<file path="src/qtlc_pkg.sv">
package qtlc_pkg;

	// Coordinate format of the corners: signed fixed point, 4 fraction bits.
	localparam int COORD_W   = 24;
	localparam int FRAC_BITS = 4;

	// Width of the area limit in fixed point (max_quad_size * 16).
	localparam int SIZE_W = 16;
	localparam int LIM_W  = SIZE_W + FRAC_BITS;

	// Absolute extent of one axis, one bit wider than a coordinate.
	localparam int EXT_W = COORD_W + 1;

	// Cell count after rounding the extent up to whole units.
	localparam int NEED_W = EXT_W + 1 - FRAC_BITS;

	// Result fields.
	localparam int CODE_W  = 31;
	localparam int DEPTH_W = 4;
	localparam int SHIFT_W = 5;

	// Number of corners, one lane each.
	localparam int NUM_CORNERS = 4;

	// Corner order on the lanes.
	localparam int CORNER_BL = 0;
	localparam int CORNER_TL = 1;
	localparam int CORNER_BR = 2;
	localparam int CORNER_TR = 3;

	// Configuration port.
	localparam int APB_ADDR_W = 3;
	localparam int APB_DATA_W = 32;
	localparam logic REG_MAX_QUAD_SIZE = 1'b0;
	localparam logic [SIZE_W-1:0] MAX_QUAD_SIZE_RESET = 16'h8000;

	// What one lane reports about its corner.
	typedef struct packed {
		logic               bad;   // corner outside the quad area
		logic               high;  // corner beyond the reach of the deepest code
		logic [COORD_W-1:0] diff;  // bits in which the corner differs from bottom-left
	} lane_info_t;

	// Depth decision handed to the encoder stage.
	typedef struct packed {
		logic [DEPTH_W-1:0] depth;
		logic [SHIFT_W-1:0] shift;
	} depth_info_t;

endpackage

</file>
<file path="src/quadtree_location_code.sv">
// Linear-quadtree locational code of the smallest cell that holds a quad.
// Input channel (in_valid/in_stall) carries the four corners of one quad in
// quad space, signed fixed point with 4 fraction bits. Output channel
// (out_valid/out_stall) carries location_code, tree_depth and out_of_range.
// A transaction completes at a rising edge where valid is high and stall low.
// An input transaction loads the lane stage; the quad then moves on to the
// depth stage and then to the output register, which drives out_valid.
// Throughput is one quad per cycle while the receiver does not stall:
// four corner lanes run side by side and each stage holds one quad.
// When the receiver stalls, the result holds in the output register and
// earlier stages keep filling until no slot is free; only then in_stall
// rises. max_quad_size sits at byte address 0 of the APB port; the user
// must write it only while the block is idle; the block does not enforce it.
// Reset (arst_n low) empties the pipeline and sets max_quad_size to 32768.
module quadtree_location_code #(
	parameter int MAX_LEVEL = 15
) (
	input  logic                                 clk,
	input  logic                                 arst_n,
	// Input channel.
	input  logic                                 in_valid,
	output logic                                 in_stall,
	input  logic signed [qtlc_pkg::COORD_W-1:0]  bl_x,
	input  logic signed [qtlc_pkg::COORD_W-1:0]  bl_y,
	input  logic signed [qtlc_pkg::COORD_W-1:0]  tl_x,
	input  logic signed [qtlc_pkg::COORD_W-1:0]  tl_y,
	input  logic signed [qtlc_pkg::COORD_W-1:0]  br_x,
	input  logic signed [qtlc_pkg::COORD_W-1:0]  br_y,
	input  logic signed [qtlc_pkg::COORD_W-1:0]  tr_x,
	input  logic signed [qtlc_pkg::COORD_W-1:0]  tr_y,
	// Output channel.
	output logic                                 out_valid,
	input  logic                                 out_stall,
	output logic        [qtlc_pkg::CODE_W-1:0]   location_code,
	output logic        [qtlc_pkg::DEPTH_W-1:0]  tree_depth,
	output logic                                 out_of_range,
	// Configuration port.
	input  logic                                 psel,
	input  logic                                 penable,
	input  logic                                 pwrite,
	input  logic        [qtlc_pkg::APB_ADDR_W-1:0] paddr,
	input  logic        [qtlc_pkg::APB_DATA_W-1:0] pwdata,
	output logic        [qtlc_pkg::APB_DATA_W-1:0] prdata,
	output logic                                 pready
);
	import qtlc_pkg::*;

	logic [SIZE_W-1:0] max_quad_size_q;
	logic [LIM_W-1:0]  lim;

	logic signed [COORD_W-1:0] corner_x [NUM_CORNERS];
	logic signed [COORD_W-1:0] corner_y [NUM_CORNERS];
	lane_info_t                info [NUM_CORNERS];

	logic               any_bad;
	logic               any_high;
	logic [COORD_W-1:0] all_diff;
	logic [EXT_W-1:0]   dx;
	logic [EXT_W-1:0]   dy;
	logic [EXT_W-1:0]   ext_x;
	logic [EXT_W-1:0]   ext_y;

	logic               en_s1;
	logic               en_s2;
	logic               en_out;

	logic               valid_s1;
	logic               bad_s1;
	logic               high_s1;
	logic [COORD_W-1:0] diff_s1;
	logic [EXT_W-1:0]   ext_x_s1;
	logic [EXT_W-1:0]   ext_y_s1;
	logic [COORD_W-1:0] bl_x_s1;
	logic [COORD_W-1:0] bl_y_s1;

	depth_info_t        dinfo;
	logic               valid_s2;
	logic               bad_s2;
	depth_info_t        dinfo_s2;
	logic [COORD_W-1:0] bl_x_s2;
	logic [COORD_W-1:0] bl_y_s2;

	logic [CODE_W-1:0]  code;
	logic               out_valid_q;
	logic [CODE_W-1:0]  location_code_q;
	logic [DEPTH_W-1:0] tree_depth_q;
	logic               out_of_range_q;

	// Configuration register: written in the access phase of an APB write.
	always_ff @(posedge clk or negedge arst_n) begin
		if (!arst_n) begin
			max_quad_size_q <= MAX_QUAD_SIZE_RESET;
		end else if (psel && penable && pwrite && pready &&
				(paddr[APB_ADDR_W-1] == REG_MAX_QUAD_SIZE)) begin
			max_quad_size_q <= pwdata[SIZE_W-1:0];
		end
	end

	assign pready = 1'b1;

	always_comb begin
		unique case (paddr[APB_ADDR_W-1])
			REG_MAX_QUAD_SIZE: prdata = APB_DATA_W'(max_quad_size_q);
			default:           prdata = '0;
		endcase
	end

	assign lim = {max_quad_size_q, FRAC_BITS'(0)};

	// Stage enables: a stage moves when its next slot is free or moving.
	assign en_out   = !out_valid_q || !out_stall;
	assign en_s2    = !valid_s2 || en_out;
	assign en_s1    = !valid_s1 || en_s2;
	assign in_stall = !en_s1;

	// One lane per corner, each compared against the bottom-left corner.
	assign corner_x[CORNER_BL] = bl_x;
	assign corner_y[CORNER_BL] = bl_y;
	assign corner_x[CORNER_TL] = tl_x;
	assign corner_y[CORNER_TL] = tl_y;
	assign corner_x[CORNER_BR] = br_x;
	assign corner_y[CORNER_BR] = br_y;
	assign corner_x[CORNER_TR] = tr_x;
	assign corner_y[CORNER_TR] = tr_y;

	for (genvar g = 0; g < NUM_CORNERS; g++) begin : g_lane
		qtlc_lane #(
			.MAX_LEVEL(MAX_LEVEL)
		) u_lane (
			.x     (corner_x[g]),
			.y     (corner_y[g]),
			.ref_x (bl_x),
			.ref_y (bl_y),
			.lim   (lim),
			.info  (info[g])
		);
	end

	// Merge the lane reports.
	always_comb begin
		any_bad  = 1'b0;
		any_high = 1'b0;
		all_diff = '0;
		for (int i = 0; i < NUM_CORNERS; i++) begin
			any_bad  = any_bad  | info[i].bad;
			any_high = any_high | info[i].high;
			all_diff = all_diff | info[i].diff;
		end
	end

	// Extents: left edge along x, right edge along y.
	always_comb begin
		dx    = {tl_x[COORD_W-1], tl_x} - {bl_x[COORD_W-1], bl_x};
		dy    = {tr_y[COORD_W-1], tr_y} - {br_y[COORD_W-1], br_y};
		ext_x = dx[EXT_W-1] ? (~dx + EXT_W'(1)) : dx;
		ext_y = dy[EXT_W-1] ? (~dy + EXT_W'(1)) : dy;
	end

	// Stage 1: lane results and extents.
	always_ff @(posedge clk or negedge arst_n) begin
		if (!arst_n) begin
			valid_s1 <= 1'b0;
		end else if (en_s1) begin
			valid_s1 <= in_valid;
		end
	end

	always_ff @(posedge clk) begin
		if (en_s1 && in_valid) begin
			bad_s1   <= any_bad;
			high_s1  <= any_high;
			diff_s1  <= all_diff;
			ext_x_s1 <= ext_x;
			ext_y_s1 <= ext_y;
			bl_x_s1  <= $unsigned(bl_x);
			bl_y_s1  <= $unsigned(bl_y);
		end
	end

	qtlc_depth #(
		.MAX_LEVEL(MAX_LEVEL)
	) u_depth (
		.ext_x (ext_x_s1),
		.ext_y (ext_y_s1),
		.diff  (diff_s1),
		.high  (high_s1),
		.dinfo (dinfo)
	);

	// Stage 2: depth and shift of the enclosing cell.
	always_ff @(posedge clk or negedge arst_n) begin
		if (!arst_n) begin
			valid_s2 <= 1'b0;
		end else if (en_s2) begin
			valid_s2 <= valid_s1;
		end
	end

	always_ff @(posedge clk) begin
		if (en_s2 && valid_s1) begin
			bad_s2   <= bad_s1;
			dinfo_s2 <= dinfo;
			bl_x_s2  <= bl_x_s1;
			bl_y_s2  <= bl_y_s1;
		end
	end

	qtlc_encode #(
		.MAX_LEVEL(MAX_LEVEL)
	) u_encode (
		.x     (bl_x_s2),
		.y     (bl_y_s2),
		.dinfo (dinfo_s2),
		.code  (code)
	);

	// Output register; a quad outside the area gives the root code.
	always_ff @(posedge clk or negedge arst_n) begin
		if (!arst_n) begin
			out_valid_q <= 1'b0;
		end else if (en_out) begin
			out_valid_q <= valid_s2;
		end
	end

	always_ff @(posedge clk) begin
		if (en_out && valid_s2) begin
			if (bad_s2) begin
				location_code_q <= CODE_W'(1);
				tree_depth_q    <= '0;
				out_of_range_q  <= 1'b1;
			end else begin
				location_code_q <= code;
				tree_depth_q    <= dinfo_s2.depth;
				out_of_range_q  <= 1'b0;
			end
		end
	end

	assign out_valid     = out_valid_q;
	assign location_code = location_code_q;
	assign tree_depth    = tree_depth_q;
	assign out_of_range  = out_of_range_q;

endmodule

</file>
<file path="src/qtlc_lane.sv">
module qtlc_lane #(
	parameter int MAX_LEVEL = 15
) (
	input  logic signed [qtlc_pkg::COORD_W-1:0] x,
	input  logic signed [qtlc_pkg::COORD_W-1:0] y,
	input  logic signed [qtlc_pkg::COORD_W-1:0] ref_x,
	input  logic signed [qtlc_pkg::COORD_W-1:0] ref_y,
	input  logic        [qtlc_pkg::LIM_W-1:0]   lim,
	output qtlc_pkg::lane_info_t                info
);
	import qtlc_pkg::*;

	// Coordinates at or above this bit cannot be coded at any depth.
	localparam int TOP = FRAC_BITS + MAX_LEVEL;

	// A coordinate is outside when negative or above the limit.
	function automatic logic outside(input logic signed [COORD_W-1:0] c,
			input logic [LIM_W-1:0] l);
		return c[COORD_W-1] || (c[COORD_W-2:0] > (COORD_W-1)'(l));
	endfunction

	// A coordinate is too high when any bit from TOP upward is set.
	function automatic logic too_high(input logic signed [COORD_W-1:0] c);
		logic [COORD_W-1:0] u;
		u = $unsigned(c);
		return (u >> TOP) != '0;
	endfunction

	always_comb begin
		info.bad  = outside(x, lim) || outside(y, lim);
		info.high = too_high(x) || too_high(y);
		info.diff = $unsigned(x ^ ref_x) | $unsigned(y ^ ref_y);
	end

endmodule

</file>
<file path="src/qtlc_depth.sv">
module qtlc_depth #(
	parameter int MAX_LEVEL = 15
) (
	input  logic [qtlc_pkg::EXT_W-1:0]   ext_x,
	input  logic [qtlc_pkg::EXT_W-1:0]   ext_y,
	input  logic [qtlc_pkg::COORD_W-1:0] diff,
	input  logic                         high,
	output qtlc_pkg::depth_info_t        dinfo
);
	import qtlc_pkg::*;

	localparam int TOP = FRAC_BITS + MAX_LEVEL;

	logic [EXT_W-1:0]   ext_max;
	logic [EXT_W:0]     ext_round;
	logic [NEED_W-1:0]  need;
	logic [DEPTH_W-1:0] layer;
	logic [SHIFT_W-1:0] diff_len;
	logic [SHIFT_W-1:0] shift_min;
	logic [SHIFT_W-1:0] shift;

	// Cells needed along the larger axis, rounded up to whole units.
	always_comb begin
		ext_max   = (ext_x > ext_y) ? ext_x : ext_y;
		ext_round = {1'b0, ext_max} + (EXT_W+1)'(15);
		need      = ext_round[EXT_W:FRAC_BITS];
	end

	// Smallest cell size that covers the extent, saturated at the top level.
	always_comb begin
		layer = DEPTH_W'(MAX_LEVEL);
		for (int i = MAX_LEVEL - 1; i >= 0; i--) begin
			if ((NEED_W'(1) << i) >= need) begin
				layer = DEPTH_W'(i);
			end
		end
	end

	// Bit length of the corner disagreement: the codes agree above it.
	always_comb begin
		diff_len = '0;
		for (int i = 0; i < COORD_W; i++) begin
			if (diff[i]) begin
				diff_len = SHIFT_W'(i + 1);
			end
		end
	end

	// Final shift is the coarser of the start layer and the agreement level.
	always_comb begin
		shift_min = SHIFT_W'(layer) + SHIFT_W'(FRAC_BITS);
		shift     = (diff_len > shift_min) ? diff_len : shift_min;
		dinfo.shift = shift;
		if (high || (shift >= SHIFT_W'(TOP))) begin
			dinfo.depth = '0;
		end else begin
			dinfo.depth = DEPTH_W'(SHIFT_W'(TOP) - shift);
		end
	end

endmodule

</file>
<file path="src/qtlc_encode.sv">
module qtlc_encode #(
	parameter int MAX_LEVEL = 15
) (
	input  logic [qtlc_pkg::COORD_W-1:0] x,
	input  logic [qtlc_pkg::COORD_W-1:0] y,
	input  qtlc_pkg::depth_info_t        dinfo,
	output logic [qtlc_pkg::CODE_W-1:0]  code
);
	import qtlc_pkg::*;

	logic [COORD_W-1:0] cell_x;
	logic [COORD_W-1:0] cell_y;
	logic [CODE_W-1:0]  inter;
	logic [CODE_W-1:0]  marker;

	// Cell coordinates at the chosen depth, interleaved x in even bits.
	always_comb begin
		cell_x = x >> dinfo.shift;
		cell_y = y >> dinfo.shift;
		inter  = '0;
		for (int i = 0; i < MAX_LEVEL; i++) begin
			inter[2*i]   = cell_x[i];
			inter[2*i+1] = cell_y[i];
		end
	end

	// Keep the prefix below the marker and set the marker bit.
	always_comb begin
		marker = CODE_W'(1) << {dinfo.depth, 1'b0};
		code   = (inter & (marker - CODE_W'(1))) | marker;
	end

endmodule
</file>
<file path="config.mk">
export PLATFORM = sky130hd
export DESIGN_NAME = quadtree_location_code
export DESIGN_NICKNAME = d
export VERILOG_FILES = /design/src/qtlc_pkg.sv /design/src/quadtree_location_code.sv /design/src/qtlc_lane.sv /design/src/qtlc_depth.sv /design/src/qtlc_encode.sv
export SDC_FILE = /design/constraint.sdc
export NUM_CORES = 1
export LEC_CHECK = 0
export BUFFER_PORTS_ARGS = -buffer_cell sky130_fd_sc_hd__buf_2
export CAP_MARGIN = 20
export CORE_ASPECT_RATIO = 1.1
export CORE_MARGIN = 3
export CORE_UTILIZATION = 49
export CTS_CLUSTER_SIZE = 8
export DETAILED_ROUTE_END_ITERATION = 7
export PLACE_DENSITY = 0.7
export SYNTH_ARGS = -nofsm -noshare
export SYNTH_HDL_FRONTEND = slang
export SYNTH_HIERARCHICAL = 1
export SYNTH_SLANG_ARGS = --single-unit
</file>
<file path="constraint.sdc">
create_clock -name clk -period 5.2 [get_ports clk]
set_input_delay 1.56 -clock clk [delete_from_list [all_inputs] [get_ports clk]]
set_output_delay 1.56 -clock clk [all_outputs]
set_load 0.02 [all_outputs]
</file>
---- Word level (Yosys, flattened, before mapping) ----
Cells that the tools add are included.
cells by class
  add/subtract/negate cells ............... 8
  order comparisons ....................... 26
  shift operators ......................... 3
  multiplexer cells ....................... 45
  bitwise gates (word level) .............. 26
  reduce and logical (&&, ||, !) cells .... 39
operator list
  cell                   count
  $reduce_bool 24->1     8
  $xor 24x24->24         8
  $gt 23x20->1           8
  $or 24x24->24          7
  $mux 4                 16
  $add 25x1->25 const B  2
  $mux 5                 10
  $not 25->25            2
  $sub 24x24->25         2
  $mux 24                2
  $shr 24x5->15          2
  $and 30x31->31         1
  $or 31x31->31          1
  $shl 1x5->31 const A   1
  $sub 31x1->31 const B  1
  $add 25x4->26 const B  1
  $gt 25x25->1           1
  $mux 25                1
  $mux 3                 8
  $ge 1x22->1 const A    1
  $ge 10x22->1 const A   1
  $ge 11x22->1 const A   1
  $ge 12x22->1 const A   1
  $ge 13x22->1 const A   1
  22 further kinds       60
storage, ports and cells
  register bits after elaboration ......... 237
  output and inout bits ................... 71

---- Logic depth before layout (Yosys ltp) ----
Gate-level depths: netlist of the first run.
  depth after elaboration ................. 28
  mapped depth ............................ 26
  mapped depth without buffers ............ 24

---- Hierarchy ----
The synthesis of the first run kept the hierarchy.
by module, submodules not included
  module                  instances  cells an instance  area an instance (um2)  sequential area each (um2)
  quadtree_location_code  1          989                12,085.3                7,023.0
  qtlc_lane               4          203                1,526.5                 0.0
  qtlc_encode             1          278                2,748.9                 0.0
  qtlc_depth              1          410                2,665.1                 0.0

---- Least setup slack after synthesis of the first run ----
No wires, ideal clock.
  path kind ............................... input to register
  start point ............................. input port out_stall
  end point ............................... register bad_s1 (enable)
  library setup time ...................... 0.498 ns
  arrival time ............................ 4.547 ns
  path slack .............................. 0.155 ns
  stages on the path ...................... 2
  cells stage by stage .................... nand4_1 -> and2_1
on the way
  longest elaborated chain between the ends .. 5
ends and longest elaborated chain
  item                    RTL line                       text
  start: declaration      quadtree_location_code.sv:33   input logic out_stall,
  $logic_not 1->1         quadtree_location_code.sv:111  assign en_out = !out_valid_q || !out_stall;
  $logic_or 1x1->1        quadtree_location_code.sv:111
  $logic_or 1x1->1        quadtree_location_code.sv:112  assign en_s2 = !valid_s2 || en_out;
  $logic_or 1x1->1        quadtree_location_code.sv:113  assign en_s1 = !valid_s1 || en_s2;
  $logic_and 1x1->1       quadtree_location_code.sv:169  if (en_s1 && in_valid) begin
  end signal: assignment  quadtree_location_code.sv:170  bad_s1 <= any_bad;
  end: declaration        quadtree_location_code.sv:68   logic bad_s1;
No other way between the ends.
A chain may end at the register's enable or synchronous reset.

==> out/results.txt, run 1 <==
Max FO, Critical Path - 7
Vias in the first global route - 20500
I/O Buffers - 269
Max Buffers Root-to-Sink - 3
Number of max-cap violations - 0
GPL Wtd Cong - 1.01
Data required, critical path - 5.58 ns
Filler cells - 4187
Syn Inst Count - 2489
Async SR Flop Fraction - 0.0802
Failing checks - setup timing
CTS root buf - clkbuf_16
Worst R2R End - dinfo_s2[5]
CP arrival - 5.61 ns
Largest net degree at the start of global routing - 121
Final WL - 86600 um
Reg2Reg Setup Slack - -0.03 ns
Die Area - 0.0508 mm2
Slew headroom - 0.286
Post-route DRC violation count - 0
Post-DR vias/cell - 6.08
Startpoint type of the worst setup path - register
R2r worst-path depth - 23
Vias - 21600
Worst Tran Pin Value - 1.07 ns
P_leak - 0.0113 uW
Cell area power density - 289 mW/mm2
Tot GR Track Use - 0.329
Min Hold Slack - 0.400 ns
Post-synth EDFFs - 218
FF-to-FF Start - ext_x_s1[24]
First-pass GRT wire length - 127000 um
Post-route ant nets - 0
Total CTS buffers - 36
Tot Pwr - 8060 uW
DP Wirelength - 71500 um
# IOs - 305
Max-slew violations - 0
Top FF cell, synth - edfxtp_1
CTS Hold Bufs - 0
#FFs+latches synth - 237
Antenna violations before repair - 13
CP Capture Type - register
Worst min path class - reg2reg
Crit path to - dinfo_s2[5]
Final Hold Vio Count - 0
Initial Util - 0.501
DRT Pass-1 Iters - 5
Syn Std Cell Area - 0.0236 mm2
Die Span Y - 236 um
Post-synthesis sequential area ratio - 0.298
WS Path Type - reg2reg
Gr ovfl total - 0
Period utilization - 1.01
Per-instance average area after synthesis - 9.48 um2
Synth warnings - 6
Worst setup margin - -0.0280 ns
TritonCTS sink count - 237
Outcome - finished, violations left
Final setup violation count - 2
CTS tree - built
RSZ-0062 raised after global routing - yes
Min Tclk post-route - 5.23 ns
# rows - 83
Clock skew - 0.0197 ns
Area Growth Syn to Fin - 18.3%
CTS H-tree lvls - 2
Worst-path clk slew - 0.06 ns
Final net count - 3367
Peak VDD IR - 0.229 mV
Highest clock rate - 191 MHz
Initial DRC count - 1991
Layout Utilization - 0.592
Clock Latency Late Sink - 0.55 ns
Core region area - 0.0471 mm2
Drt wl/cell - 24.4 um
CP Launch Point - ext_x_s1[24]
Library cells used by synthesis - 113
Share of cells above drive strength 1 - 0.222
Die width - 215 um
## cells in the final DEF (no fill, tap or decap), types with 13 or more instances in the layout
cell / Yosys / routed
ha_1: 243 / 235
nand3_1: 58 / 56
or2_2: 13 / 13
clkbuf_16: 0 / 36
nand3b_1: 13 / 13
nor2b_1: 66 / 65
o21a_1: 24 / 24
clkbuf_1: 40 / 17
nand2_1: 236 / 232
o31ai_1: 14 / 14
buf_2: 8 / 269
and2_1: 22 / 19
a21o_1: 20 / 20
xor2_1: 20 / 20
or3_1: 17 / 17
a211oi_1: 14 / 13
or4_1: 38 / 38
o21ai_0: 85 / 82
dfrtp_1: 18 / 18
and3_1: 24 / 24
nor2_1: 115 / 112
edfxtp_1: 218 / 218
nor4_1: 26 / 22
nor3_1: 47 / 43
buf_4: 23 / 130
inv_1: 196 / 190
nand4_1: 61 / 61
o211ai_1: 26 / 26
a31oi_1: 19 / 17
mux2_2: 39 / 39
mux4_2: 45 / 45
a21oi_1: 136 / 136
xnor2_1: 251 / 251
mux2i_1: 27 / 27
nand2b_1: 24 / 24
a211o_1: 14 / 14
conb_1: 2 / 37
## cell type report
class,instances,area (um2),share of cell area
well taps,637,797,0.0285
diodes,6,15.0,0.000538
inverters,200,751,0.0269
flip-flops and latches,237,7020,0.252
clock buffers,54,978,0.0350
clock inverters,5,80.1,0.00287
multi-input cells,2006,15800,0.567
repair buffers,407,2450,0.0879
## metal layers
layer,vias to the layer above,track usage,routed length (um)
li1,10100,-,-
met1,10300,0.457,36900
met2,1091,0.512,37900
met3,154,0.0640,7870
met4,14,0.121,3810
met5,-,0,97
## state kept, by name, summed over array words and instances, names as in the netlist, 9 cells and up
signal           flops
diff_s1             24
bl_y_s1             24
max_quad_size_q     16
location_code       31
ext_x_s1            25
bl_y_s2             24
dinfo_s2             9
ext_y_s1            25
bl_x_s2             24
bl_x_s1             24
## worst min path at each step
stage	slack [ns]	start	depth (start not counted)	endpoint
3_3_place_gp	0.40	bl_x_s1[19]	0	bl_x_s2[19]
6_report	0.40	bl_x_s1[13]	0	bl_x_s2[13]
2_1_floorplan	0.40	bad_s1	0	bad_s2
5_1_grt	0.41	bl_x_s1[14]	0	bl_x_s2[14]
4_1_cts	0.40	bl_x_s1[13]	0	bl_x_s2[13]
3_5_place_dp	0.40	bl_x_s1[8]	0	bl_x_s2[8]
## cell families after synthesis
family          count (synthesis)  share of synthesized area
simple gates                  808                      0.183
fa+ha+maj                     245                      0.130
mux                           117                     0.0797
other cells                     2                   0.000318
flops                         237                      0.298
compound gates                528                      0.157
xor+xnor                      271                      0.101
buf+inv                       281                     0.0514
## per-stage QoR
step / cell area [um2] / instances / setup TNS [ns] / setup WS (ns)
detailed placement: 26400 / 3470 / -0.0184 / -0.0137
finish: 27900 / 3552 / -0.0408 / -0.0280
floorplan: 23700 / 2524 / 0 / 0.155
global route: 27900 / 3547 / -0.581 / -0.202
global placement: 26400 / 3470 / -0.0234 / -0.0234
CTS: 27500 / 3533 / 0 / 0.000719
## critical path, cell delays in order (launching register included)
cell and delay, ns:
edfxtp_1 0.47, ha_4 0.31, nand4_1 0.20, buf_4 0.21, nor3_2 0.18, a221o_1 0.28
a211oi_4 0.10, or4b_4 0.54, a221oi_4 0.37, nor3_4 0.07, nor2_1 0.13, o22ai_1 0.09
ha_1 0.30, nor2b_4 0.13, o21a_1 0.16, o21a_1 0.17, o21ai_1 0.12, nand2b_1 0.11
o21a_1 0.18, mux2i_1 0.23, inv_1 0.13, a311oi_4 0.27, nor2_2 0.09, a211oi_2 0.23
## Yosys cell counts, types with 10 or more instances
library cell	instances	area, um2
a211o_1	14	123
a211oi_1	14	105
a21boi_0	11	82.6
a21o_1	20	150
a21oi_1	136	681
a22oi_1	12	90.1
a31oi_1	19	119
and2_1	22	138
and3_1	24	150
and4_1	11	96.3
buf_4	23	173
clkbuf_1	40	150
dfrtp_1	18	450
edfxtp_1	218	6550
ha_1	243	3040
inv_1	196	736
mux2_2	39	439
mux2i_1	27	270
mux4_2	45	1010
nand2_1	236	886
nand2b_1	24	150
nand3_1	58	290
nand3b_1	13	97.6
nand4_1	61	382
nor2_1	115	432
nor2b_1	66	413
nor3_1	47	235
nor4_1	26	163
o2111ai_1	10	87.6
o211ai_1	26	195
o21a_1	24	180
o21ai_0	85	425
o22ai_1	11	68.8
o31ai_1	14	105
or2_2	13	81.3
or3_1	17	106
or4_1	38	285
xnor2_1	251	2200
xor2_1	20	175
## what timing repair did
action | 4_1_cts | 5_1_grt
gates cloned | 0 | 0
buffers inserted | 4 | 12
setup endpoints to repair | 3 | 7
gates resized for setup | 5 | 58
pin swaps | 6 | 25
## power breakdown
part	leakage, uW	internal [uW]	switching (uW)
Clock	0.000510	1350	900
Sequential	0.00226	2350	227
Combinational	0.00852	1350	1890
Note: power is estimated with default switching activity, not from simulation.
==> run 2: changes to the inputs <==
PLACE_DENSITY = 0.67   (was 0.7)
clock period = 6.71 ns   (was 5.2 ns; I/O delays follow)
==> run 2 against run 1 <==
The run now ends clean. Worst hold slack gained 0.012 ns. Critical path depth grew 1. Sequential cell count is the same. Total power shrank 26%. Die area is the same. Final cell count shrank 3.3%. Core utilization shrank 2.7 points. Fmax shrank 11%.
==> out/results.txt, run 2 (synthesis gave the netlist of run 1 again) <==
Hold depth - 0
DP Wirelength - 69900 um
Vias in the first global route - 20100
Max reg flops - 31
Final Hold Vio Count - 0
Die Span Y - 236 um
CTS H-tree lvls - 2
Peak VDD IR - 0.175 mV
Max-slew violations - 0
CP arrival - 6.16 ns
Worst Tran Pin Value - 1.05 ns
Max FO, Critical Path - 9
FF-to-FF Start - ext_y_s1[14]
CP Cell Sequence - inv_1 > ha_1 > a21oi_1 > o21ai_0 > a221o_1 > a211oi_2 > nor2_1 > a311o_1 > o311ai_0 > nor2_1 > nor2_1 > o22ai_1 > ha_1 > nor2b_1 > o21a_1 > o21a_1 > o21ai_0 > nand2b_1 > o21a_1 > and2_1 > a31oi_1 > ha_1 > o211ai_1 > a41oi_1
Initial DRC count - 1892
R2r worst-path depth - 24
Core region area - 0.0471 mm2
Number of max-cap violations - 0
CTS tree - built
Reg2Reg Setup Slack - 0.82 ns
Worst min path class - reg2reg
Hold Crit Start - bl_x_s1[7]
Reg area - 0.00702 mm2
Min Hold Slack - 0.411 ns
Multi-input combinational cell area - 0.0155 mm2
Final setup TNS - 0 ns
Critical-path top delay cell - a211oi_2
Worst-path clk slew - 0.05 ns
Final setup violation count - 0
Vias - 21100
WS Path Type - reg2reg
Total CTS buffers - 36
Min Tclk post-route - 5.89 ns
Post-DR vias/cell - 6.14
Largest net degree at the start of global routing - 65
Highest clock rate - 170 MHz
Period utilization - 0.879
Final WL - 84200 um
Worst Hold End - bl_x_s2[7]
Final net count - 3249
Tot GR Track Use - 0.322
Initial Util - 0.501
Max stage delay on crit path - 0.55 ns
GPL Wtd Cong - 0.988
Commonest cells after routing, fill and taps aside - buf_2 (269), xnor2_1 (251), ha_1 (243), nand2_1 (236), edfxtp_1 (218)
Max Buffers Root-to-Sink - 3
Clock skew - 0.0152 ns
Cell count after placement - 3367
Filler cells - 4300
# rows - 83
CTS root buf - clkbuf_16
CP bufs+invs - 1
Area Growth Syn to Fin - 13.0%
P_leak - 0.0107 uW
Worst R2R End - dinfo_s2[8]
Outcome - finished, final reports clean
Post_cts resized - 0
Startpoint type of the worst setup path - register
Die Area - 0.0508 mm2
DRT Pass-1 Iters - 5
CP Capture Type - register
Delay-heaviest family, CP - compound AO/OA/AOI/OAI gates
Slew headroom - 0.296
Final non-filler cell total - 3436
Commonest non-fill, non-tap cell in the layout - buf_2
Post-route ant nets - 0
Cell area power density - 223 mW/mm2
CTS Hold Bufs - 0
Setup repair bufs after CTS - 0
Share of cells above drive strength 1 - 0.173
# IOs - 305
RSZ-0062 raised after global routing - no
Gr ovfl total - 0
Data required, critical path - 6.97 ns
TritonCTS sink count - 237
Post-route DRC violation count - 0
Die width - 215 um
I/O Buffers - 269
Drt wl/cell - 24.5 um
Antenna violations before repair - 15
Clock Latency Late Sink - 0.54 ns
Tot Pwr - 5940 uW
First-pass GRT wire length - 124000 um
[run 2: cell types whose count changed in the layout (fill, tap and decap cells not counted), moves of 4 or more]
cell / previous run / this run
nor3_1: 43 / 47
ha_4: 7 / 0
nor4_1: 22 / 26
buf_4: 130 / 18
ha_1: 235 / 243
inv_1: 190 / 196
nand2_1: 232 / 236
inv_2: 9 / 3
buf_6: 4 / 0
[run 2: routing by layer]
| metal | up-vias | GRT usage | share of wire |
|---|---|---|---|
| met4 | 14 | 0.157 | 0.056 |
| met1 | 10100 | 0.444 | 0.43 |
| met3 | 156 | 0.0685 | 0.088 |
| met5 | - | 0 | 0.0014 |
| met2 | 991 | 0.483 | 0.43 |
| li1 | 9827 | - | - |
[run 2: stage by stage]
| stage | util | area (um2) | setup slack, ns |
|---|---|---|---|
| finish | 0.566 | 26700 | 0.815 |
| detailed placement | 0.542 | 25600 | 0.930 |
| floorplan | - | 23700 | 1.21 |
| CTS | 0.564 | 26600 | 0.907 |
| global route | 0.565 | 26700 | 0.380 |
| global placement | 0.542 | 25600 | 0.931 |
[run 2: worst max-delay path by stage]
| stage | start | end | slack (ns) | depth (start not counted) |
|---|---|---|---|---|
| after floorplan | out_stall | bad_s1 | 1.21 | 2 |
| after global placement | ext_y_s1[14] | dinfo_s2[8] | 0.93 | 24 |
| after detailed placement | ext_y_s1[14] | dinfo_s2[8] | 0.93 | 24 |
| after CTS | ext_y_s1[14] | dinfo_s2[8] | 0.91 | 24 |
| after global routing | ext_y_s1[14] | dinfo_s2[8] | 0.38 | 23 |
| final | ext_y_s1[14] | dinfo_s2[8] | 0.82 | 24 |
[run 2: layout make-up]
cell class	instances	share of cell area
multi-input cells	2006	0.582
flip-flops and latches	237	0.263
repair buffers	289	0.0573
clock buffers	54	0.0367
well taps	637	0.0299
inverters	200	0.0281
clock inverters	5	0.00202
diodes	8	0.000751
[run 2: power breakdown]
part | total [uW] | switching (uW) | internal [uW]
Combinational | 2250 | 1350 | 896
Sequential | 2030 | 208 | 1820
Clock | 1670 | 662 | 1000
